File: config.mk
export PLATFORM = sky130hd
export DESIGN_NAME = top_k_score_selector
export DESIGN_NICKNAME = d
export VERILOG_FILES = /design/src/hdl/tksel_pkg.sv /design/src/hdl/tksel_insert.sv /design/src/hdl/tksel_drain.sv /design/src/hdl/top_k_score_selector.sv
export SDC_FILE = /design/constraint.sdc
export NUM_CORES = 1
export LEC_CHECK = 0
export ABC_AREA = 0
export BUFFER_PORTS_ARGS = -buffer_cell sky130_fd_sc_hd__buf_4
export CORE_UTILIZATION = 35
export CTS_CLUSTER_SIZE = 40
export DETAILED_ROUTE_END_ITERATION = 12
export GPL_ROUTABILITY_DRIVEN = 0
export PLACE_DENSITY = 0.55
export SETUP_SLACK_MARGIN = 0.5
export SLEW_MARGIN = 15
export SYNTH_ARGS = -nofsm -noshare
export SYNTH_HDL_FRONTEND = slang
export SYNTH_HIERARCHICAL = 1
export SYNTH_SLANG_ARGS = --single-unit
export TNS_END_PERCENT = 5
File: constraint.sdc
create_clock -name clock -period 10.3 [get_ports clock]
set_input_delay 0.515 -clock clock [delete_from_list [all_inputs] [get_ports clock]]
set_output_delay 0.515 -clock clock [all_outputs]
set_load 0.05 [all_outputs]
File: src/hdl/tksel_pkg.sv
// ----------------------------------------------------------------------------
// Top-k score selector package
// Shared widths, defaults and the configuration reset value.
// ----------------------------------------------------------------------------
package tksel_pkg;

   localparam int K_MAX_DEFAULT     = 8;
   localparam int VOCAB_MAX_DEFAULT = 262144;

   localparam int SCORE_W    = 16;
   localparam int OUT_IDX_W  = 18;
   localparam int RANK_W     = 3;
   localparam int KEEP_W     = 4;

   // Input tdata: score, padded to whole bytes.
   localparam int REQ_DATA_W = ((SCORE_W + 7) / 8) * 8;
   // Result tdata: element_index, selected_score, rank, padded to whole bytes.
   localparam int RSP_FIELDS_W = OUT_IDX_W + SCORE_W + RANK_W;
   localparam int RSP_DATA_W   = ((RSP_FIELDS_W + 7) / 8) * 8;

   localparam logic [KEEP_W-1:0] KEEP_RESET = 4'd5;

endpackage

File: src/hdl/tksel_insert.sv
// ----------------------------------------------------------------------------
// Top-k insertion stage
// Input register, sorted list of the best scores, position counter, and the
// snapshot of the list handed to the result buffer at the end of a vector.
// ----------------------------------------------------------------------------
module tksel_insert #(
   parameter int K_MAX     = tksel_pkg::K_MAX_DEFAULT,
   parameter int VOCAB_MAX = tksel_pkg::VOCAB_MAX_DEFAULT,
   parameter int IDX_W     = $clog2(VOCAB_MAX),
   parameter int CNT_W     = $clog2(K_MAX + 1)
) (
   input  logic                                clock,
   input  logic                                reset,
   input  logic                                in_valid,
   output logic                                in_ready,
   input  logic signed [tksel_pkg::SCORE_W-1:0] in_score,
   input  logic                                in_last,
   input  logic [tksel_pkg::KEEP_W-1:0]         keep_count,
   output logic                                snap_valid,
   input  logic                                snap_ready,
   output logic [CNT_W-1:0]                    snap_count,
   output logic signed [tksel_pkg::SCORE_W-1:0] snap_score [K_MAX],
   output logic [IDX_W-1:0]                    snap_index [K_MAX]
);
   import tksel_pkg::*;

   localparam logic [IDX_W-1:0] POS_MAX = IDX_W'(VOCAB_MAX - 1);
   localparam logic [CNT_W-1:0] K_CNT   = CNT_W'(K_MAX);

   logic                      item_valid_ff;
   logic signed [SCORE_W-1:0] item_score_ff;
   logic                      item_last_ff;
   logic                      advance;
   logic                      update;

   logic signed [SCORE_W-1:0] best_score_ff [K_MAX];
   logic [IDX_W-1:0]          best_index_ff [K_MAX];
   logic [CNT_W-1:0]          filled_ff;
   logic [CNT_W-1:0]          filled_in;
   logic [IDX_W-1:0]          position_ff;
   logic [IDX_W-1:0]          position_in;

   logic [K_MAX:1]            ge_ext;
   logic signed [SCORE_W-1:0] next_score [K_MAX];
   logic [IDX_W-1:0]          next_index [K_MAX];
   logic [CNT_W-1:0]          keep_eff;

   // The item in the register moves on unless it closes a vector while the
   // result buffer is still busy with the previous one.
   assign advance  = !item_valid_ff || !item_last_ff || snap_ready;
   assign in_ready = advance;
   assign update   = item_valid_ff && advance;

   always_ff @(posedge clock) begin
      if (reset) begin
         item_valid_ff <= 1'b0;
      end else if (advance) begin
         item_valid_ff <= in_valid;
      end
   end

   always_ff @(posedge clock) begin
      if (advance) begin
         item_score_ff <= in_score;
         item_last_ff  <= in_last;
      end
   end

   // An entry stays in place when it is held and at least as large as the new
   // score; equal scores keep the earlier index ahead.
   for (genvar i = 0; i < K_MAX; i++) begin : g_cmp
      assign ge_ext[i+1] = (CNT_W'(i) < filled_ff) && (best_score_ff[i] >= item_score_ff);
   end

   for (genvar i = 0; i < K_MAX; i++) begin : g_next
      if (i == 0) begin : g_head
         always_comb begin
            if (ge_ext[1]) begin
               next_score[i] = best_score_ff[i];
               next_index[i] = best_index_ff[i];
            end else begin
               next_score[i] = item_score_ff;
               next_index[i] = position_ff;
            end
         end
      end else begin : g_body
         always_comb begin
            if (ge_ext[i+1]) begin
               next_score[i] = best_score_ff[i];
               next_index[i] = best_index_ff[i];
            end else if (ge_ext[i]) begin
               next_score[i] = item_score_ff;
               next_index[i] = position_ff;
            end else begin
               next_score[i] = best_score_ff[i-1];
               next_index[i] = best_index_ff[i-1];
            end
         end
      end
   end

   always_comb begin
      if (filled_ff < K_CNT) begin
         filled_in = filled_ff + 1'b1;
      end else begin
         filled_in = filled_ff;
      end
      if (position_ff < POS_MAX) begin
         position_in = position_ff + 1'b1;
      end else begin
         position_in = position_ff;
      end
   end

   // Reported count: keep_count clamped to the range 1 to K_MAX, then limited
   // to the entries actually held.
   always_comb begin
      if (keep_count == '0) begin
         keep_eff = CNT_W'(1);
      end else if (32'(keep_count) > K_MAX) begin
         keep_eff = K_CNT;
      end else begin
         keep_eff = CNT_W'(keep_count);
      end
      if (filled_in < keep_eff) begin
         snap_count = filled_in;
      end else begin
         snap_count = keep_eff;
      end
   end

   assign snap_valid = item_valid_ff && item_last_ff;
   assign snap_score = next_score;
   assign snap_index = next_index;

   always_ff @(posedge clock) begin
      if (reset) begin
         filled_ff   <= '0;
         position_ff <= '0;
      end else if (update) begin
         if (item_last_ff) begin
            filled_ff   <= '0;
            position_ff <= '0;
         end else begin
            filled_ff   <= filled_in;
            position_ff <= position_in;
         end
      end
   end

   always_ff @(posedge clock) begin
      if (update) begin
         best_score_ff <= next_score;
         best_index_ff <= next_index;
      end
   end

endmodule

File: src/hdl/tksel_drain.sv
// ----------------------------------------------------------------------------
// Top-k result buffer
// Holds the snapshot of one finished vector and shifts it out one result per
// transaction, numbering ranks and marking the final result.
// ----------------------------------------------------------------------------
module tksel_drain #(
   parameter int K_MAX     = tksel_pkg::K_MAX_DEFAULT,
   parameter int VOCAB_MAX = tksel_pkg::VOCAB_MAX_DEFAULT,
   parameter int IDX_W     = $clog2(VOCAB_MAX),
   parameter int CNT_W     = $clog2(K_MAX + 1)
) (
   input  logic                                 clock,
   input  logic                                 reset,
   input  logic                                 snap_valid,
   output logic                                 snap_ready,
   input  logic [CNT_W-1:0]                     snap_count,
   input  logic signed [tksel_pkg::SCORE_W-1:0] snap_score [K_MAX],
   input  logic [IDX_W-1:0]                     snap_index [K_MAX],
   output logic                                 out_valid,
   input  logic                                 out_ready,
   output logic [tksel_pkg::RSP_DATA_W-1:0]     out_data,
   output logic                                 out_last
);
   import tksel_pkg::*;

   logic signed [SCORE_W-1:0] score_ff [K_MAX];
   logic [IDX_W-1:0]          index_ff [K_MAX];
   logic [CNT_W-1:0]          left_ff;
   logic [RANK_W-1:0]         rank_ff;
   logic                      take;
   logic                      load;
   logic [IDX_W+OUT_IDX_W-1:0] index_ext;

   assign out_valid  = (left_ff != '0);
   assign out_last   = (left_ff == CNT_W'(1));
   assign take       = out_valid && out_ready;
   assign snap_ready = !out_valid || (out_last && out_ready);
   assign load       = snap_valid && snap_ready;

   // Element index is carried at the counter width and cut or padded to the
   // field width.
   assign index_ext = {{OUT_IDX_W{1'b0}}, index_ff[0]};
   assign out_data  = {{(RSP_DATA_W - RSP_FIELDS_W){1'b0}}, rank_ff, score_ff[0],
                       index_ext[OUT_IDX_W-1:0]};

   always_ff @(posedge clock) begin
      if (reset) begin
         left_ff <= '0;
         rank_ff <= '0;
      end else if (load) begin
         left_ff <= snap_count;
         rank_ff <= '0;
      end else if (take) begin
         left_ff <= left_ff - 1'b1;
         rank_ff <= rank_ff + 1'b1;
      end
   end

   for (genvar i = 0; i < K_MAX; i++) begin : g_buf
      always_ff @(posedge clock) begin
         if (load) begin
            score_ff[i] <= snap_score[i];
            index_ff[i] <= snap_index[i];
         end else if (take) begin
            if (i < K_MAX - 1) begin
               score_ff[i] <= score_ff[(i + 1) % K_MAX];
               index_ff[i] <= index_ff[(i + 1) % K_MAX];
            end
         end
      end
   end

endmodule

File: src/hdl/top_k_score_selector.sv
// ----------------------------------------------------------------------------
// Top-k score selector
// Keeps the best scores of a stream with their positions and reports them in
// descending order at the end of each vector.
// ----------------------------------------------------------------------------
//  Channel | Direction | Payload
//  req_    | in        | tdata: score[15:0]; tlast: last_element
//  rsp_    | out       | tdata: element_index, selected_score, rank; tlast: last_result
//  csr_    | in        | data: keep_count[3:0]
//
// One score is accepted per cycle when req_tready is high; insertion compares all kept
// entries at once. Results are valid once a vector's last score passed the input
// register into the result buffer: max(1, min(keep_count, entries held)) of them,
// one per cycle when rsp_tready is high. That last score waits in the input register
// while the result buffer holds results of the previous vector, unless its final one is
// taken in that cycle. Reset clears the counters and sets keep_count to 5.
// ----------------------------------------------------------------------------
module top_k_score_selector #(
   parameter int K_MAX     = tksel_pkg::K_MAX_DEFAULT,
   parameter int VOCAB_MAX = tksel_pkg::VOCAB_MAX_DEFAULT
) (
   input  logic                                clock,
   input  logic                                reset,
   input  logic                                req_tvalid,
   output logic                                req_tready,
   input  logic [tksel_pkg::REQ_DATA_W-1:0]    req_tdata,  // [15:0] score
   input  logic                                req_tlast,  // last_element
   output logic                                rsp_tvalid,
   input  logic                                rsp_tready,
   // [17:0] element_index, [33:18] selected_score, [36:34] rank
   output logic [tksel_pkg::RSP_DATA_W-1:0]    rsp_tdata,
   output logic                                rsp_tlast,  // last_result
   input  logic                                csr_valid,
   output logic                                csr_ready,
   input  logic [tksel_pkg::KEEP_W-1:0]        csr_data
);
   import tksel_pkg::*;

   localparam int IDX_W = $clog2(VOCAB_MAX);
   localparam int CNT_W = $clog2(K_MAX + 1);

   logic [KEEP_W-1:0]         keep_ff;
   logic                      snap_valid;
   logic                      snap_ready;
   logic [CNT_W-1:0]          snap_count;
   logic signed [SCORE_W-1:0] snap_score [K_MAX];
   logic [IDX_W-1:0]          snap_index [K_MAX];

   assign csr_ready = 1'b1;

   always_ff @(posedge clock) begin
      if (reset) begin
         keep_ff <= KEEP_RESET;
      end else if (csr_valid && csr_ready) begin
         keep_ff <= csr_data;
      end
   end

   tksel_insert #(
      .K_MAX     (K_MAX),
      .VOCAB_MAX (VOCAB_MAX),
      .IDX_W     (IDX_W),
      .CNT_W     (CNT_W)
   ) u_insert (
      .clock      (clock),
      .reset      (reset),
      .in_valid   (req_tvalid),
      .in_ready   (req_tready),
      .in_score   (req_tdata[SCORE_W-1:0]),
      .in_last    (req_tlast),
      .keep_count (keep_ff),
      .snap_valid (snap_valid),
      .snap_ready (snap_ready),
      .snap_count (snap_count),
      .snap_score (snap_score),
      .snap_index (snap_index)
   );

   tksel_drain #(
      .K_MAX     (K_MAX),
      .VOCAB_MAX (VOCAB_MAX),
      .IDX_W     (IDX_W),
      .CNT_W     (CNT_W)
   ) u_drain (
      .clock      (clock),
      .reset      (reset),
      .snap_valid (snap_valid),
      .snap_ready (snap_ready),
      .snap_count (snap_count),
      .snap_score (snap_score),
      .snap_index (snap_index),
      .out_valid  (rsp_tvalid),
      .out_ready  (rsp_tready),
      .out_data   (rsp_tdata),
      .out_last   (rsp_tlast)
   );

endmodule
==> results.toml <==
[clock_network]
cts_num_sinks = 595
ctsRootBufferMaster = "sky130_fd_sc_hd__clkbuf_16"
tritoncts = "done"
cts.repair.resized = 0
insertion_delay_ns = 0.64
clock_tree.htree_level_count = 3
cts_buffers = 70
clk_transition_reported_paths_ns = 0.06
postCtsHoldBufs = 0
max-clock-path-buffers = 3
post-cts-setup-buffer-count = 0

[timing]
finalSetupViolations = 0
max_freq_ghz = 0.185
final.setup.worst_slack_ns = 4.88
report.final.hold_viol_count = 0
grt_setup_unrepaired = "no"
timing.final.crit_period_ns = 5.42
worst_pin_slew_ns = 1.27
fin_tns_setup_ns = 0
timing.final.max_slew_violations = 0
max_slew_headroom_pct = 15.1
final.period_utilization_pct = 52.6
final.setup_skew_ns = 0.0323

[floorplanning]
initial_utilization_pct = 35.4
floorplan.core_area_um2 = 88500
row_count = 109
io-pin-count = 70
floorplan.die_area_um2 = 90800
die_y_um = 301
die-width_um = 301

[setup_path]
cp_slowest_stage_delay_ns = 0.86
reg2reg_depth = 12
ff2ff_setup_slack_ns = 4.88
crit_fanout = 38
worstPathBufferInverterCount = 3
path_class = "flop to flop"
cpLargestDelayFamily = "compound AO/OA/AOI/OAI gates"
timing.critical_path.slowest_stage_cell = "sky130_fd_sc_hd__o21ai_4"
critPathCaptureType = "flop"
worst_path_most_repeated_cell = "sky130_fd_sc_hd__buf_4"
r2r_startpoint = "u_insert/item_score_ff[14]"
critical_path.cell_chain = "inv_1, ha_1, nand3_1, nor3_1, a221oi_1, o2111ai_1, o21ai_4, buf_4, buf_4, mux2i_1, a21oi_1, mux2_2"
timing.critical_path.required_ns = 10.66
rr_endpoint = "u_drain/index_ff[0][64]"
worst_ep_arrival_time_ns = 5.77
setup.worst_path.start_class = "flop"

[synthesis]
synth_edf_count = 561
ys_dominant_reg_cell = "sky130_fd_sc_hd__edfxtp_1"
ys_ff_latch = 595
synth_seq_area_share_pct = 55.9
syn_avg_cell_area_um2 = 12.7
synth_area_leader_cell = "sky130_fd_sc_hd__edfxtp_1"
async_reset_ff_share_pct = 0
yosys_warnings = 6
synthesis.area_um2 = 31400
synth_top_area_share_pct = 53.7
syn_inst = 2475
post_synth_num_cell_types = 73
synth.area.top_cells = "sky130_fd_sc_hd__edfxtp_1, sky130_fd_sc_hd__mux2_2, sky130_fd_sc_hd__mux2i_1, sky130_fd_sc_hd__ha_1, sky130_fd_sc_hd__a21oi_1"

[placed_design]
dp_hpwl_mm = 51.5
port_buffers = 65
placed_cell_area_um2 = 32700
dp_worst_setup_slack_ns = 4.64

[routing]
vias = 20142
detail_route.vias_per_cell = 5.49
drtAntennaViolNets = 0
wire_per_inst_um = 22.4
post-route-drc-count = 10
detailedRoute.firstIterationViolations = 1635
final_routed_wirelength_across_all_metal_layers_mm = 82.0
drt_first_pass_iters = 9

[layout]
layout-drive-gt1-share_pct = 21.2
fin_area_um2 = 34900
num-nets-final = 2612
diode_count = 0
area_overhead_of_the_layout_relative_to_synthesis_pct = 11.2
total_of_fill_cells_in_the_finished_design = 8241

[grt]
global_route.overflow_total = 0
grt_max_degree = 171
global_route.usage.total_pct = 17.9
grt_first_pass_wirelength_mm = 125
antenna_found_initial = 3
first_global_vias = 19985

[job]
drv_cap = 0

[run_status]
violated_checks = "design-rule violations"
result_of_the_run = "finished, violations left"

[worst_hold_path]
whs_endpoint = "u_insert/item_score_ff[9]"
hp-start = "req_tdata[9]"
hold_path.class = "input pin to flop"
worst_hold_path.num_cells = 1

[power]
total_leakage_power_nw = 13.1
power-per-cell-area_nw_per_um2 = 259
worst_ir_drop_vdd_uv = 307
power breakdown:
part | internal [mW] | switching (mW)
logic | 1.03 | 1.64
registers | 3.67 | 0.285
clock network | 1.36 | 1.04
routing by layer:
metal	vias up	wire length, um	track usage (%)
met3	143	4880	2.67
li1	9296	-	-
met4	0	1890	5.49
met2	605	35300	26.3
met1	10098	39900	26.9
met5	-	0	0
synthesized netlist by cell type (4+ instances only):
master and number:
sky130_fd_sc_hd__xnor2_1 9, sky130_fd_sc_hd__clkbuf_1 79, sky130_fd_sc_hd__ha_1 138, sky130_fd_sc_hd__mux2_2 319, sky130_fd_sc_hd__nand4_1 26, sky130_fd_sc_hd__inv_1 65, sky130_fd_sc_hd__nor2b_1 11, sky130_fd_sc_hd__mux2_1 4
sky130_fd_sc_hd__or3_1 7, sky130_fd_sc_hd__o21ai_1 5, sky130_fd_sc_hd__a21oi_1 207, sky130_fd_sc_hd__xor2_1 9, sky130_fd_sc_hd__edfxtp_1 561, sky130_fd_sc_hd__a21o_1 15, sky130_fd_sc_hd__o211ai_1 41, sky130_fd_sc_hd__a32oi_1 30
sky130_fd_sc_hd__a211oi_1 5, sky130_fd_sc_hd__o21ai_0 48, sky130_fd_sc_hd__buf_1 6, sky130_fd_sc_hd__nor4_1 23, sky130_fd_sc_hd__buf_2 59, sky130_fd_sc_hd__buf_4 53, sky130_fd_sc_hd__nor3b_1 34, sky130_fd_sc_hd__nand2_1 171
sky130_fd_sc_hd__nand2b_1 6, sky130_fd_sc_hd__mux2i_1 202, sky130_fd_sc_hd__nand3_1 17, sky130_fd_sc_hd__dfxtp_1 34, sky130_fd_sc_hd__and3_1 7, sky130_fd_sc_hd__nor2_1 148, sky130_fd_sc_hd__and2_1 4, sky130_fd_sc_hd__nor3_1 65
area by class of cell:
class	count	area (um^2)	area share, %
timing repair buffer	98	752	2.16
multi-input combinational	1618	12700	36.4
sequential	595	17500	50.2
clock inverter	26	283	0.811
tap	1165	1460	4.18
clock buffer	100	1900	5.46
inverter	65	259	0.742
worst max path at each step:
stage | start | end | slack [ns] | cells past startpoint
floorplan | u_drain/left_ff[0] | u_insert/position_ff[17] | 1.21 | 11
global placement | u_insert/item_score_ff[14] | u_drain/index_ff[0][10] | 4.68 | 10
detailed placement | u_insert/item_score_ff[14] | u_drain/index_ff[0][10] | 4.64 | 10
CTS | u_insert/item_score_ff[14] | u_drain/index_ff[0][10] | 4.63 | 10
global route | u_insert/item_score_ff[14] | u_drain/index_ff[0][64] | 4.70 | 12
finish | u_insert/item_score_ff[14] | u_drain/index_ff[0][64] | 4.88 | 12
through the flow:
stage,util [%],total power [mW],hold slack (ns),instances
2_1_floorplan,-,6.05,0.460,2477
3_3_place_gp,36.9,6.63,0.485,3540
3_5_place_dp,36.9,6.69,0.502,3540
4_1_cts,39.4,9.14,0.0317,3666
5_1_grt,39.4,9.46,0.0554,3667
6_report,39.4,9.02,0.0726,3667
worst register-to-register path: stages, from the launching register on:
cell                        delay, ns
sky130_fd_sc_hd__edfxtp_1        0.67
sky130_fd_sc_hd__inv_1           0.43
sky130_fd_sc_hd__ha_1            0.45
sky130_fd_sc_hd__nand3_1         0.13
sky130_fd_sc_hd__nor3_1          0.09
sky130_fd_sc_hd__a221oi_1        0.39
sky130_fd_sc_hd__o2111ai_1       0.28
sky130_fd_sc_hd__o21ai_4         0.86
sky130_fd_sc_hd__buf_4           0.59
sky130_fd_sc_hd__buf_4           0.54
sky130_fd_sc_hd__mux2i_1         0.29
sky130_fd_sc_hd__a21oi_1         0.12
sky130_fd_sc_hd__mux2_2          0.30
cell families (layout without fill, tap and decap cells):
kind of cell    Yosys count  after routing  share of synthesized area, %
simple gates            532            532                          7.94
fa+ha+maj               138            138                          5.50
flops                   595            595                          55.9
compound gates          400            400                          7.97
buf+inv                 264            289                          4.08
mux                     526            526                          18.1
other cells               2              4                        0.0239
xor+xnor                 18             18                         0.503
state kept, by name, summed over array words and instances, names as in the netlist, 16 cells and up:
name	flops
u_insert/best_score_ff	128
u_insert/best_index_ff	144
u_insert/item_score_ff	16
u_insert/position_ff	18
u_drain/index_ff	144
u_drain/score_ff	128
placed cells by master, fill, tap and decap left out, types with 4 or more instances in the layout:
| cell type | instances |
|---|---|
| sky130_fd_sc_hd__nor2b_1 | 11 |
| sky130_fd_sc_hd__inv_1 | 63 |
| sky130_fd_sc_hd__or3_1 | 7 |
| sky130_fd_sc_hd__a32oi_1 | 30 |
| sky130_fd_sc_hd__nor3b_1 | 34 |
| sky130_fd_sc_hd__ha_1 | 138 |
| sky130_fd_sc_hd__clkbuf_8 | 4 |
| sky130_fd_sc_hd__a211oi_1 | 4 |
| sky130_fd_sc_hd__o21ai_0 | 48 |
| sky130_fd_sc_hd__and2_1 | 4 |
| sky130_fd_sc_hd__o211ai_1 | 41 |
| sky130_fd_sc_hd__buf_4 | 96 |
| sky130_fd_sc_hd__nor4_1 | 23 |
| sky130_fd_sc_hd__dfxtp_1 | 34 |
| sky130_fd_sc_hd__nand4_1 | 26 |
| sky130_fd_sc_hd__clkbuf_1 | 26 |
| sky130_fd_sc_hd__edfxtp_1 | 561 |
| sky130_fd_sc_hd__nand3_1 | 17 |
| sky130_fd_sc_hd__clkinv_2 | 4 |
| sky130_fd_sc_hd__o21ai_1 | 4 |
| sky130_fd_sc_hd__and3_1 | 7 |
| sky130_fd_sc_hd__mux2i_1 | 201 |
| sky130_fd_sc_hd__mux2_1 | 4 |
| sky130_fd_sc_hd__conb_1 | 4 |
| sky130_fd_sc_hd__nor2_1 | 148 |
| sky130_fd_sc_hd__nand2_1 | 171 |
| sky130_fd_sc_hd__a21oi_1 | 205 |
| sky130_fd_sc_hd__nand2b_1 | 6 |
| sky130_fd_sc_hd__clkbuf_16 | 70 |
| sky130_fd_sc_hd__xor2_1 | 9 |
| sky130_fd_sc_hd__nor3_1 | 65 |
| sky130_fd_sc_hd__a21o_1 | 15 |
| sky130_fd_sc_hd__clkinv_1 | 11 |
| sky130_fd_sc_hd__mux2_2 | 319 |
| sky130_fd_sc_hd__xnor2_1 | 9 |
Power figures use the tool's default switching activity.
